`src/rtl/hbp_pkg.sv`:
```
// Package for the HTTP header block parser: result kinds, error codes,
// parser phases, the result bundle passed from front to back, and
// character constants. No dependencies.
package hbp_pkg;

  localparam int LEN_BITS_DEF    = 16;
  localparam int COUNT_BITS_DEF  = 8;
  localparam int QUEUE_DEPTH_DEF = 4;
  localparam int MAX_RES         = 3;

  localparam logic [7:0] CH_COLON = 8'h3A;
  localparam logic [7:0] CH_SP    = 8'h20;
  localparam logic [7:0] CH_HT    = 8'h09;
  localparam logic [7:0] CH_CR    = 8'h0D;
  localparam logic [7:0] CH_LF    = 8'h0A;

  localparam logic [1:0] ERR_NONE      = 2'd0;
  localparam logic [1:0] ERR_NAME_TERM = 2'd1;
  localparam logic [1:0] ERR_SIZE      = 2'd2;
  localparam logic [1:0] ERR_COUNT     = 2'd3;

  localparam logic ADDR_SIZE_BUDGET = 1'b0;
  localparam logic ADDR_COUNT_LIMIT = 1'b1;

  typedef enum logic [2:0] {
    K_NAME     = 3'd0,
    K_NAME_END = 3'd1,
    K_VALUE    = 3'd2,
    K_HDR_END  = 3'd3,
    K_BLK_END  = 3'd4,
    K_ERROR    = 3'd5
  } kind_e;

  typedef enum logic [2:0] {
    PH_IDLE     = 3'd0,
    PH_LINE     = 3'd1,
    PH_NAME     = 3'd2,
    PH_LWS      = 3'd3,
    PH_VALUE    = 3'd4,
    PH_EOL_ONE  = 3'd5,
    PH_EOL_CRLF = 3'd6,
    PH_EOL_LFCR = 3'd7
  } phase_e;

  typedef struct packed {
    kind_e      kind;
    logic [7:0] data;
    logic [1:0] err;
  } res_t;

  typedef struct packed {
    logic [1:0] cnt;
    res_t [MAX_RES-1:0] res;
  } bundle_t;

  function automatic logic is_name_char(input logic [7:0] c);
    logic ok;
    ok = (c >= 8'd33) && (c <= 8'd126);
    case (c)
      8'h28, 8'h29, 8'h3C, 8'h3E, 8'h40, 8'h2C, 8'h3B, 8'h3A, 8'h5C,
      8'h22, 8'h2F, 8'h5B, 8'h5D, 8'h3F, 8'h3D, 8'h7B, 8'h7D: ok = 1'b0;
      default: ;
    endcase
    return ok;
  endfunction

  function automatic logic is_blank(input logic [7:0] c);
    return (c == CH_SP) || (c == CH_HT);
  endfunction

endpackage

```
`src/rtl/hbp_front.sv`:
```
// Front end of the header block parser: accepts one byte beat per cycle
// while in_ready_i is high, runs the parsing state machine and forms a
// bundle of up to three results. Depends on hbp_pkg.
module hbp_front #(
  parameter int LEN_BITS   = 16,
  parameter int COUNT_BITS = 8
) (
  input  logic             clk_i,
  input  logic             rst_ni,
  input  logic             in_valid_i,
  input  logic             in_ready_i,
  input  logic             mode_i,
  input  logic [7:0]       byte_i,
  input  logic [15:0]      size_budget_i,
  input  logic [7:0]       count_limit_i,
  output logic             push_o,
  output hbp_pkg::bundle_t bundle_o
);
  import hbp_pkg::*;

  localparam int CW = (LEN_BITS + 1 > 16) ? LEN_BITS + 1 : 16;
  localparam int HW = (COUNT_BITS > 8) ? COUNT_BITS : 8;

  phase_e                phase_q, phase_d;
  logic                  held_cr_q, held_cr_d;
  logic                  held_lf_q, held_lf_d;
  logic [LEN_BITS-1:0]   name_len_q, name_len_d;
  logic [LEN_BITS-1:0]   value_len_q, value_len_d;
  logic [15:0]           budget_q, budget_d;
  logic [COUNT_BITS-1:0] hdr_cnt_q, hdr_cnt_d;

  logic                  fire;
  logic [1:0]            n;
  bundle_t               b;
  logic                  do_ls;
  logic                  do_name;
  logic [LEN_BITS:0]     used;
  logic [LEN_BITS:0]     vsum;
  logic [1:0]            fold_cnt;

  assign fire = in_valid_i && in_ready_i;

  always_comb begin
    phase_d     = phase_q;
    held_cr_d   = held_cr_q;
    held_lf_d   = held_lf_q;
    name_len_d  = name_len_q;
    value_len_d = value_len_q;
    budget_d    = budget_q;
    hdr_cnt_d   = hdr_cnt_q;
    n           = 2'd0;
    b           = '0;
    do_ls       = 1'b0;
    do_name     = 1'b0;
    fold_cnt    = 2'd0;
    used        = {1'b0, name_len_q} + {1'b0, value_len_q};
    vsum        = '0;
    if (fire) begin
      if (mode_i) begin
        phase_d     = PH_LINE;
        held_cr_d   = 1'b0;
        held_lf_d   = 1'b0;
        name_len_d  = '0;
        value_len_d = '0;
        budget_d    = size_budget_i;
        hdr_cnt_d   = '0;
      end else begin
        unique case (phase_q)
          PH_IDLE: ;
          PH_LINE: do_ls = 1'b1;
          PH_NAME: do_name = 1'b1;
          PH_LWS, PH_VALUE, PH_EOL_ONE, PH_EOL_CRLF, PH_EOL_LFCR: begin
            if (phase_q == PH_LWS && is_blank(byte_i)) begin
              phase_d = PH_LWS;
            end else if (phase_q == PH_LWS || phase_q == PH_VALUE) begin
              if (byte_i == CH_CR) begin
                held_cr_d = 1'b1;
                phase_d   = PH_EOL_ONE;
              end else if (byte_i == CH_LF) begin
                held_lf_d = 1'b1;
                phase_d   = PH_EOL_ONE;
              end else begin
                b.res[n] = '{kind: K_VALUE, data: byte_i, err: ERR_NONE};
                n = n + 2'd1;
                if (value_len_q != '1) value_len_d = value_len_q + 1'b1;
                phase_d = PH_VALUE;
              end
            end else if (phase_q == PH_EOL_ONE && held_cr_q && !held_lf_q
                         && byte_i == CH_LF) begin
              held_lf_d = 1'b1;
              phase_d   = PH_EOL_CRLF;
            end else if (phase_q == PH_EOL_ONE && held_lf_q && !held_cr_q
                         && byte_i == CH_CR) begin
              held_cr_d = 1'b1;
              phase_d   = PH_EOL_LFCR;
            end else if (is_blank(byte_i)) begin
              if (phase_q == PH_EOL_LFCR) begin
                b.res[n] = '{kind: K_VALUE, data: CH_LF, err: ERR_NONE};
                n = n + 2'd1;
                b.res[n] = '{kind: K_VALUE, data: CH_CR, err: ERR_NONE};
                n = n + 2'd1;
              end else begin
                if (held_cr_q) begin
                  b.res[n] = '{kind: K_VALUE, data: CH_CR, err: ERR_NONE};
                  n = n + 2'd1;
                end
                if (held_lf_q) begin
                  b.res[n] = '{kind: K_VALUE, data: CH_LF, err: ERR_NONE};
                  n = n + 2'd1;
                end
              end
              b.res[n] = '{kind: K_VALUE, data: byte_i, err: ERR_NONE};
              fold_cnt = n + 2'd1;
              n = n + 2'd1;
              vsum = {1'b0, value_len_q} + (LEN_BITS+1)'(fold_cnt);
              value_len_d = vsum[LEN_BITS] ? '1 : vsum[LEN_BITS-1:0];
              held_cr_d = 1'b0;
              held_lf_d = 1'b0;
              phase_d   = PH_VALUE;
            end else begin
              held_cr_d = 1'b0;
              held_lf_d = 1'b0;
              if (size_budget_i != 16'd0 && CW'(used) > CW'(budget_q)) begin
                b.res[n] = '{kind: K_ERROR, data: 8'd0, err: ERR_SIZE};
                n = n + 2'd1;
                phase_d = PH_IDLE;
              end else begin
                b.res[n] = '{kind: K_HDR_END, data: 8'd0, err: ERR_NONE};
                n = n + 2'd1;
                budget_d = (CW'(used) >= CW'(budget_q)) ? 16'd0
                                                        : budget_q - 16'(used);
                if (hdr_cnt_q != '1) hdr_cnt_d = hdr_cnt_q + 1'b1;
                do_ls = 1'b1;
              end
            end
          end
          default: ;
        endcase

        if (do_ls) begin
          if (byte_i == CH_CR || byte_i == CH_LF) begin
            b.res[n] = '{kind: K_BLK_END, data: 8'd0, err: ERR_NONE};
            n = n + 2'd1;
            phase_d = PH_IDLE;
          end else if (count_limit_i != 8'd0 && HW'(hdr_cnt_d) >= HW'(count_limit_i)) begin
            b.res[n] = '{kind: K_ERROR, data: 8'd0, err: ERR_COUNT};
            n = n + 2'd1;
            phase_d   = PH_IDLE;
            held_cr_d = 1'b0;
            held_lf_d = 1'b0;
          end else begin
            name_len_d  = '0;
            value_len_d = '0;
            phase_d     = PH_NAME;
            do_name     = 1'b1;
          end
        end

        if (do_name) begin
          if (is_name_char(byte_i)) begin
            b.res[n] = '{kind: K_NAME, data: byte_i, err: ERR_NONE};
            n = n + 2'd1;
            if (name_len_d != '1) name_len_d = name_len_d + 1'b1;
          end else if (byte_i == CH_COLON) begin
            if (size_budget_i != 16'd0 && CW'(name_len_d) > CW'(budget_d)) begin
              b.res[n] = '{kind: K_ERROR, data: 8'd0, err: ERR_SIZE};
              n = n + 2'd1;
              phase_d   = PH_IDLE;
              held_cr_d = 1'b0;
              held_lf_d = 1'b0;
            end else begin
              b.res[n] = '{kind: K_NAME_END, data: 8'd0, err: ERR_NONE};
              n = n + 2'd1;
              phase_d = PH_LWS;
            end
          end else begin
            b.res[n] = '{kind: K_ERROR, data: 8'd0, err: ERR_NAME_TERM};
            n = n + 2'd1;
            phase_d   = PH_IDLE;
            held_cr_d = 1'b0;
            held_lf_d = 1'b0;
          end
        end
      end
    end
    b.cnt = n;
  end

  assign push_o   = fire && (n != 2'd0);
  assign bundle_o = b;

  always_ff @(posedge clk_i or negedge rst_ni) begin
    if (!rst_ni) begin
      phase_q     <= PH_IDLE;
      held_cr_q   <= 1'b0;
      held_lf_q   <= 1'b0;
      name_len_q  <= '0;
      value_len_q <= '0;
      budget_q    <= '0;
      hdr_cnt_q   <= '0;
    end else begin
      phase_q     <= phase_d;
      held_cr_q   <= held_cr_d;
      held_lf_q   <= held_lf_d;
      name_len_q  <= name_len_d;
      value_len_q <= value_len_d;
      budget_q    <= budget_d;
      hdr_cnt_q   <= hdr_cnt_d;
    end
  end

endmodule

```
`src/rtl/hbp_queue.sv`:
```
// Short queue of result bundles between the parser front and the output
// back end. Depends on hbp_pkg.
module hbp_queue #(
  parameter int DEPTH = 4
) (
  input  logic             clk_i,
  input  logic             rst_ni,
  input  logic             push_i,
  input  hbp_pkg::bundle_t wdata_i,
  input  logic             pop_i,
  output hbp_pkg::bundle_t rdata_o,
  output logic             empty_o,
  output logic             full_o
);
  import hbp_pkg::*;

  localparam int PW = (DEPTH > 1) ? $clog2(DEPTH) : 1;
  localparam int CNW = $clog2(DEPTH + 1);

  bundle_t        mem_q [DEPTH];
  logic [PW-1:0]  wr_q, wr_d;
  logic [PW-1:0]  rd_q, rd_d;
  logic [CNW-1:0] cnt_q, cnt_d;
  logic           do_push;
  logic           do_pop;

  assign empty_o = (cnt_q == '0);
  assign full_o  = (cnt_q == CNW'(DEPTH));
  assign do_push = push_i && !full_o;
  assign do_pop  = pop_i && !empty_o;
  assign rdata_o = mem_q[rd_q];

  always_comb begin
    wr_d  = wr_q;
    rd_d  = rd_q;
    cnt_d = cnt_q;
    if (do_push) wr_d = (wr_q == PW'(DEPTH - 1)) ? '0 : wr_q + 1'b1;
    if (do_pop)  rd_d = (rd_q == PW'(DEPTH - 1)) ? '0 : rd_q + 1'b1;
    if (do_push && !do_pop) cnt_d = cnt_q + 1'b1;
    else if (do_pop && !do_push) cnt_d = cnt_q - 1'b1;
  end

  always_ff @(posedge clk_i or negedge rst_ni) begin
    if (!rst_ni) begin
      wr_q  <= '0;
      rd_q  <= '0;
      cnt_q <= '0;
    end else begin
      wr_q  <= wr_d;
      rd_q  <= rd_d;
      cnt_q <= cnt_d;
    end
  end

  always_ff @(posedge clk_i) begin
    if (do_push) mem_q[wr_q] <= wdata_i;
  end

endmodule

```
`src/rtl/hbp_back.sv`:
```
// Back end of the header block parser: takes bundles from the queue and
// sends their results out one beat at a time from an output register.
// Depends on hbp_pkg.
module hbp_back (
  input  logic             clk_i,
  input  logic             rst_ni,
  input  hbp_pkg::bundle_t head_i,
  input  logic             empty_i,
  output logic             pop_o,
  input  logic             out_ready_i,
  output logic             out_valid_o,
  output hbp_pkg::res_t    res_o,
  output logic             last_o
);
  import hbp_pkg::*;

  bundle_t    cur_q, cur_d;
  logic       vld_q, vld_d;
  logic [1:0] idx_q, idx_d;
  logic       at_end;

  assign at_end      = (idx_q == cur_q.cnt - 2'd1);
  assign pop_o       = (!vld_q || (out_ready_i && at_end)) && !empty_i;
  assign out_valid_o = vld_q;
  assign res_o       = cur_q.res[idx_q];
  assign last_o      = at_end;

  always_comb begin
    cur_d = cur_q;
    vld_d = vld_q;
    idx_d = idx_q;
    if (pop_o) begin
      cur_d = head_i;
      vld_d = 1'b1;
      idx_d = 2'd0;
    end else if (vld_q && out_ready_i) begin
      if (at_end) begin
        vld_d = 1'b0;
      end else begin
        idx_d = idx_q + 2'd1;
      end
    end
  end

  always_ff @(posedge clk_i or negedge rst_ni) begin
    if (!rst_ni) begin
      vld_q <= 1'b0;
      idx_q <= 2'd0;
    end else begin
      vld_q <= vld_d;
      idx_q <= idx_d;
    end
  end

  always_ff @(posedge clk_i) begin
    cur_q <= cur_d;
  end

endmodule

```
`src/rtl/http_header_block_parser_unit.sv`:
```
// Top level of the HTTP header block parser: configuration registers,
// parser front, bundle queue and output back end.
// Depends on hbp_pkg, hbp_front, hbp_queue and hbp_back.
// Results pass the bundle queue, then the back end's output register. Throughput: one
// input beat per cycle while the queue is not full, one result beat per cycle while
// m_axis_tready is high; multi-result beats are absorbed by the QUEUE_DEPTH-entry queue.
// Reset: asynchronous, active low; parser idle, registers and counters zero, queue empty.
module http_header_block_parser_unit #(
  parameter int LEN_BITS    = hbp_pkg::LEN_BITS_DEF,
  parameter int COUNT_BITS  = hbp_pkg::COUNT_BITS_DEF,
  parameter int QUEUE_DEPTH = hbp_pkg::QUEUE_DEPTH_DEF
) (
  input  logic        clk_i,
  input  logic        rst_ni,
  input  logic        s_axis_tvalid,
  output logic        s_axis_tready,
  input  logic [7:0]  s_axis_tdata,   // [7:0] byte_in
  input  logic        s_axis_tuser,   // [0] mode
  output logic        m_axis_tvalid,
  input  logic        m_axis_tready,
  output logic [15:0] m_axis_tdata,   // [7:0] data_byte, [9:8] error_code, zero pad
  output logic [2:0]  m_axis_tuser,   // [2:0] kind
  output logic        m_axis_tlast,
  input  logic        psel,
  input  logic        penable,
  input  logic        pwrite,
  input  logic [2:0]  paddr,
  input  logic [31:0] pwdata,
  output logic [31:0] prdata,
  output logic        pready
);
  import hbp_pkg::*;

  logic [15:0] size_budget_q;
  logic [7:0]  count_limit_q;
  logic        cfg_wr;
  logic        push;
  logic        pop;
  logic        empty;
  logic        full;
  bundle_t     push_bundle;
  bundle_t     head;
  res_t        out_res;

  assign pready = 1'b1;
  assign cfg_wr = psel && penable && pwrite && pready;
  assign prdata = (paddr[2] == ADDR_COUNT_LIMIT) ? {24'd0, count_limit_q}
                                                 : {16'd0, size_budget_q};

  always_ff @(posedge clk_i or negedge rst_ni) begin
    if (!rst_ni) begin
      size_budget_q <= '0;
      count_limit_q <= '0;
    end else if (cfg_wr) begin
      if (paddr[2] == ADDR_SIZE_BUDGET) size_budget_q <= pwdata[15:0];
      else count_limit_q <= pwdata[7:0];
    end
  end

  assign s_axis_tready = !full;

  hbp_front #(
    .LEN_BITS  (LEN_BITS),
    .COUNT_BITS(COUNT_BITS)
  ) u_front (
    .clk_i        (clk_i),
    .rst_ni       (rst_ni),
    .in_valid_i   (s_axis_tvalid),
    .in_ready_i   (s_axis_tready),
    .mode_i       (s_axis_tuser),
    .byte_i       (s_axis_tdata),
    .size_budget_i(size_budget_q),
    .count_limit_i(count_limit_q),
    .push_o       (push),
    .bundle_o     (push_bundle)
  );

  hbp_queue #(
    .DEPTH(QUEUE_DEPTH)
  ) u_queue (
    .clk_i  (clk_i),
    .rst_ni (rst_ni),
    .push_i (push),
    .wdata_i(push_bundle),
    .pop_i  (pop),
    .rdata_o(head),
    .empty_o(empty),
    .full_o (full)
  );

  hbp_back u_back (
    .clk_i      (clk_i),
    .rst_ni     (rst_ni),
    .head_i     (head),
    .empty_i    (empty),
    .pop_o      (pop),
    .out_ready_i(m_axis_tready),
    .out_valid_o(m_axis_tvalid),
    .res_o      (out_res),
    .last_o     (m_axis_tlast)
  );

  assign m_axis_tdata = {6'd0, out_res.err, out_res.data};
  assign m_axis_tuser = out_res.kind;

endmodule

```
`config.mk`:
```
export PLATFORM = sky130hd
export DESIGN_NAME = http_header_block_parser_unit
export DESIGN_NICKNAME = d
export VERILOG_FILES = /design/src/rtl/hbp_pkg.sv /design/src/rtl/hbp_front.sv /design/src/rtl/hbp_queue.sv /design/src/rtl/hbp_back.sv /design/src/rtl/http_header_block_parser_unit.sv
export SDC_FILE = /design/constraint.sdc
export NUM_CORES = 1
export LEC_CHECK = 0
export ABC_AREA = 1
export BUFFER_PORTS_ARGS = -buffer_cell sky130_fd_sc_hd__buf_4
export CAP_MARGIN = 25
export CORE_UTILIZATION = 25
export CTS_CLUSTER_DIAMETER = 50
export DETAILED_ROUTE_END_ITERATION = 6
export GPL_TIMING_DRIVEN = 0
export PLACE_DENSITY = 0.37
export SLEW_MARGIN = 20
export SYNTH_ARGS = -nofsm -noshare
export SYNTH_HDL_FRONTEND = slang
export SYNTH_SLANG_ARGS = --single-unit
```
`constraint.sdc`:
```
create_clock -name clk_i -period 10.55 [get_ports clk_i]
set_input_delay 0.5275 -clock clk_i [delete_from_list [all_inputs] [get_ports clk_i]]
set_output_delay 0.5275 -clock clk_i [all_outputs]
set_load 0.05 [all_outputs]
```
==> results.py <==
metrics = {
    "worst_hold_path": {
        "hp-class": "in2reg",
        "min_from": "pwdata[15]",
    },
    "clocking": {
        "clock-root-buffer": "clkbuf_16",
        "clk_pin_slew_ns": 0.06,
        "clk_latency_ns": 0.59,
        "tritoncts": "yes",
        "numCtsBuffers": 45,
        "clock_sinks": 300,
        "h-tree-depth": 2,
        "post-cts-setup-buffers": 0,
        "cts_buffer_depth": 3,
    },
    "critical_path": {
        "cp.required_ns": 10.86,
        "cp.arrival_ns": 9.81,
        "startpoint": "u_front.value_len_q[2]",
        "crit_slowest_cell": "a21boi_1",
        "cp-start-kind": "register",
        "crit_path_frequent_cell": "nand2_1",
        "endpoint_kind": "register",
        "reg2reg_from": "u_front.value_len_q[2]",
        "slowest_delay_ns": 0.53,
        "ff2ff_setup_slack_ns": 1.04,
        "worstSetupPathType": "reg2reg",
        "crit_fanout": 10,
    },
    "yosys": {
        "ys_seq_elements": 300,
        "synth-edff-count": 205,
        "ys.flop_type": "edfxtp_1",
        "syn_area_mm2": 0.0174,
        "netlist_instances": 1971,
        "synth_cell_type_count": 66,
        "async_flop_share_pct": 31.7,
        "synth.yosys.warnings": 0,
        "syn_area_per_cell_um2": 8.83,
        "synth.yosys.seq_area_share_pct": 49.0,
    },
    "floorplanning": {
        "die_area_mm2": 0.0707,
        "die-width_um": 266,
        "row_count": 96,
        "coreArea_mm2": 0.0687,
        "die_y_um": 266,
        "start_util_pct": 25.3,
        "io_pins": 106,
    },
    "global_route": {
        "grt_max_degree": 60,
        "grt_pass1_vias": 14272,
        "grt_usage_pct": 16.6,
        "grt_first_pass_wirelength_mm": 88.6,
        "grt_remaining_overflow": 0,
        "antenna_found_initial": 1,
    },
    "finish": {
        "fillCellCount": 7330,
        "area_growth_pct": 21.0,
        "drive_above_1_share_pct": 11.5,
        "finalInstanceArea_mm2": 0.0211,
        "fin_nets": 2270,
        "antenna_cells": 0,
        "final_core_util_pct": 30.7,
    },
    "outcome": {
        "status": "completed",
    },
    "sta": {
        "rsz0062_at_grt": "false",
        "fmax_mhz": 105,
        "finClkSkew_ns": 0.0146,
        "slew_headroom_pct": 30.2,
        "fin_ws_ns": 1.04,
        "hold_viol_final": 0,
        "drv_slew": 0,
        "worstMarginPinSlew_ns": 1.05,
        "timing.final.crit_period_ns": 9.51,
        "finalCritPeriodShare_pct": 90.1,
        "finalSetupViolations": 0,
    },
    "placement": {
        "port_buffers": 62,
        "place_ws_ns": -0.00792,
        "hpwl_mm": 44.1,
        "place_area_mm2": 0.0195,
        "globalplace.congestion": 0.850,
    },
    "flow_run": {
        "maxCapViolCount": 0,
    },
    "power": {
        "powerDensity_mw_per_mm2": 276,
        "peakVddDrop_mv": 0.197,
        "power.leakage_nw": 8.63,
    },
    "routing": {
        "via_per_inst": 4.67,
        "drt_iter0_markers": 957,
        "num_vias": 14433,
        "first_pass_iters": 6,
        "wl_mm": 58.3,
        "final_antenna_net_count": 0,
        "drc": 0,
        "post_drt_wl_per_cell_um": 18.9,
    },
}
layout make-up:
| cell class | count | area (um2) | share of cell area [%] |
|---|---|---|---|
| clock inverters | 32 | 408 | 1.94 |
| plain buffers | 95 | 484 | 2.30 |
| well taps | 931 | 1160 | 5.53 |
| inverters | 244 | 921 | 4.37 |
| clock buffers | 52 | 1150 | 5.47 |
| repair buffers | 74 | 759 | 3.61 |
| multi-input cells | 1361 | 7640 | 36.3 |
| flip-flops and latches | 300 | 8530 | 40.5 |
registers in the layout (all words and copies together) (netlist names):
register and flops:
count_limit_q 8, size_budget_q 16, u_back.cur_q 41, u_back.idx_q 2
u_back.out_valid_o 1, u_front.budget_q 16, u_front.hdr_cnt_q 8, u_front.held_cr_q 1
u_front.held_lf_q 1, u_front.name_len_q 16, u_front.phase_q 3, u_front.value_len_q 16
u_queue.cnt_q 3, u_queue.mem_q 164, u_queue.rd_q 2, u_queue.wr_q 2
synthesized netlist by cell type, types with 8 or more instances:
| master | instances | area, um2 |
|---|---|---|
| dfrtp_1 | 95 | 2380 |
| nand4_1 | 24 | 150 |
| nand2_2 | 10 | 62.6 |
| inv_1 | 233 | 875 |
| nor3_1 | 44 | 220 |
| xor2_1 | 23 | 201 |
| nand3_1 | 92 | 460 |
| buf_4 | 25 | 188 |
| o21ai_0 | 254 | 1270 |
| o21ai_1 | 8 | 40.0 |
| xnor2_1 | 9 | 78.8 |
| edfxtp_1 | 205 | 6160 |
| o22ai_1 | 66 | 413 |
| clkbuf_1 | 60 | 225 |
| nor2_1 | 214 | 803 |
| ha_1 | 94 | 1180 |
| a31oi_1 | 14 | 87.6 |
| inv_2 | 9 | 33.8 |
| nand2_1 | 274 | 1030 |
| nand2_4 | 8 | 90.1 |
| a21oi_1 | 104 | 521 |
logic make-up (layout without fill, tap and decap cells):
| kind of cell | after synthesis | after routing | synth area share (%) |
|---|---|---|---|
| mux | 1 | 1 | 0.0647 |
| buf+inv | 339 | 497 | 8.06 |
| xor+xnor | 33 | 33 | 1.70 |
| other cells | 2 | 31 | 0.0431 |
| compound gates | 500 | 500 | 16.0 |
| flops | 300 | 300 | 49.0 |
| simple gates | 698 | 698 | 17.9 |
| fa+ha+maj | 98 | 98 | 7.21 |
worst max-delay path, delay by kind of cell (launching register included):
| family | cells | cell delay, ns |
|---|---|---|
| xor+xnor | 1 | 0.11 |
| simple gates | 24 | 2.85 |
| buf+inv | 6 | 1.14 |
| fa+ha+maj | 4 | 1.34 |
| compound gates | 17 | 3.30 |
| flops | 1 | 0.45 |
placed cells by master (no fill, tap or decap), types with 11 or more instances in the layout:
cell type | synthesis | routed
nand2_1 | 274 | 274
o21ai_0 | 254 | 253
inv_1 | 233 | 233
nor2_1 | 214 | 209
edfxtp_1 | 205 | 205
a21oi_1 | 104 | 104
dfrtp_1 | 95 | 95
ha_1 | 94 | 94
nand3_1 | 92 | 92
buf_4 | 25 | 86
o22ai_1 | 66 | 66
clkbuf_1 | 60 | 65
clkbuf_16 | 0 | 45
nor3_1 | 44 | 44
conb_1 | 2 | 31
nand4_1 | 24 | 24
xor2_1 | 23 | 23
a31oi_1 | 14 | 14
nor2_4 | 6 | 11
final timing paths:
kind,cells past startpoint,endpoint
max,52,u_queue.mem_q[3][27]
min,3,size_budget_q[15]
max reg2reg,52,u_queue.mem_q[3][27]
min reg2reg,2,size_budget_q[0]
max in group asynchronous,3,u_back.idx_q[1]
min in group asynchronous,2,u_front.budget_q[12]
report_power, final:
group	leakage [nW]	total, mW	switching [mW]	internal (mW)
sequential	3.14	1.76	0.146	1.62
clock	0.758	1.56	0.613	0.950
combinational	4.73	2.48	1.75	0.733
total	8.63	5.81	2.51	3.30
layer usage:
layer	routed length (um)	global-route usage, %	share of wire [%]
met3	2220	2.27	3.8
met4	1470	4.86	2.5
met5	0	0	0
met2	28000	28.1	48
met1	26600	21.8	46
what timing repair did:
| item | CTS | global route |
|---|---|---|
| endpoints found under the setup margin | 4 | 28 |
| hold endpoints to repair | 36 | 0 |
| hold buffers | 1 | 0 |
| resized for setup | 1 | 7 |
| cloned | 0 | 0 |
per-stage QoR:
step,power (mW),setup TNS [ns],hold slack [ns],instances
3_3_place_gp,4.22,-259.99,0.471,2993
5_1_grt,6.20,0,0.197,3089
6_report,5.81,0,0.198,3089
3_5_place_dp,4.30,-0.0315,0.474,3004
2_1_floorplan,3.34,0,0.232,2000
4_1_cts,5.90,0,0.159,3089
(Power assumes the default switching activity.)
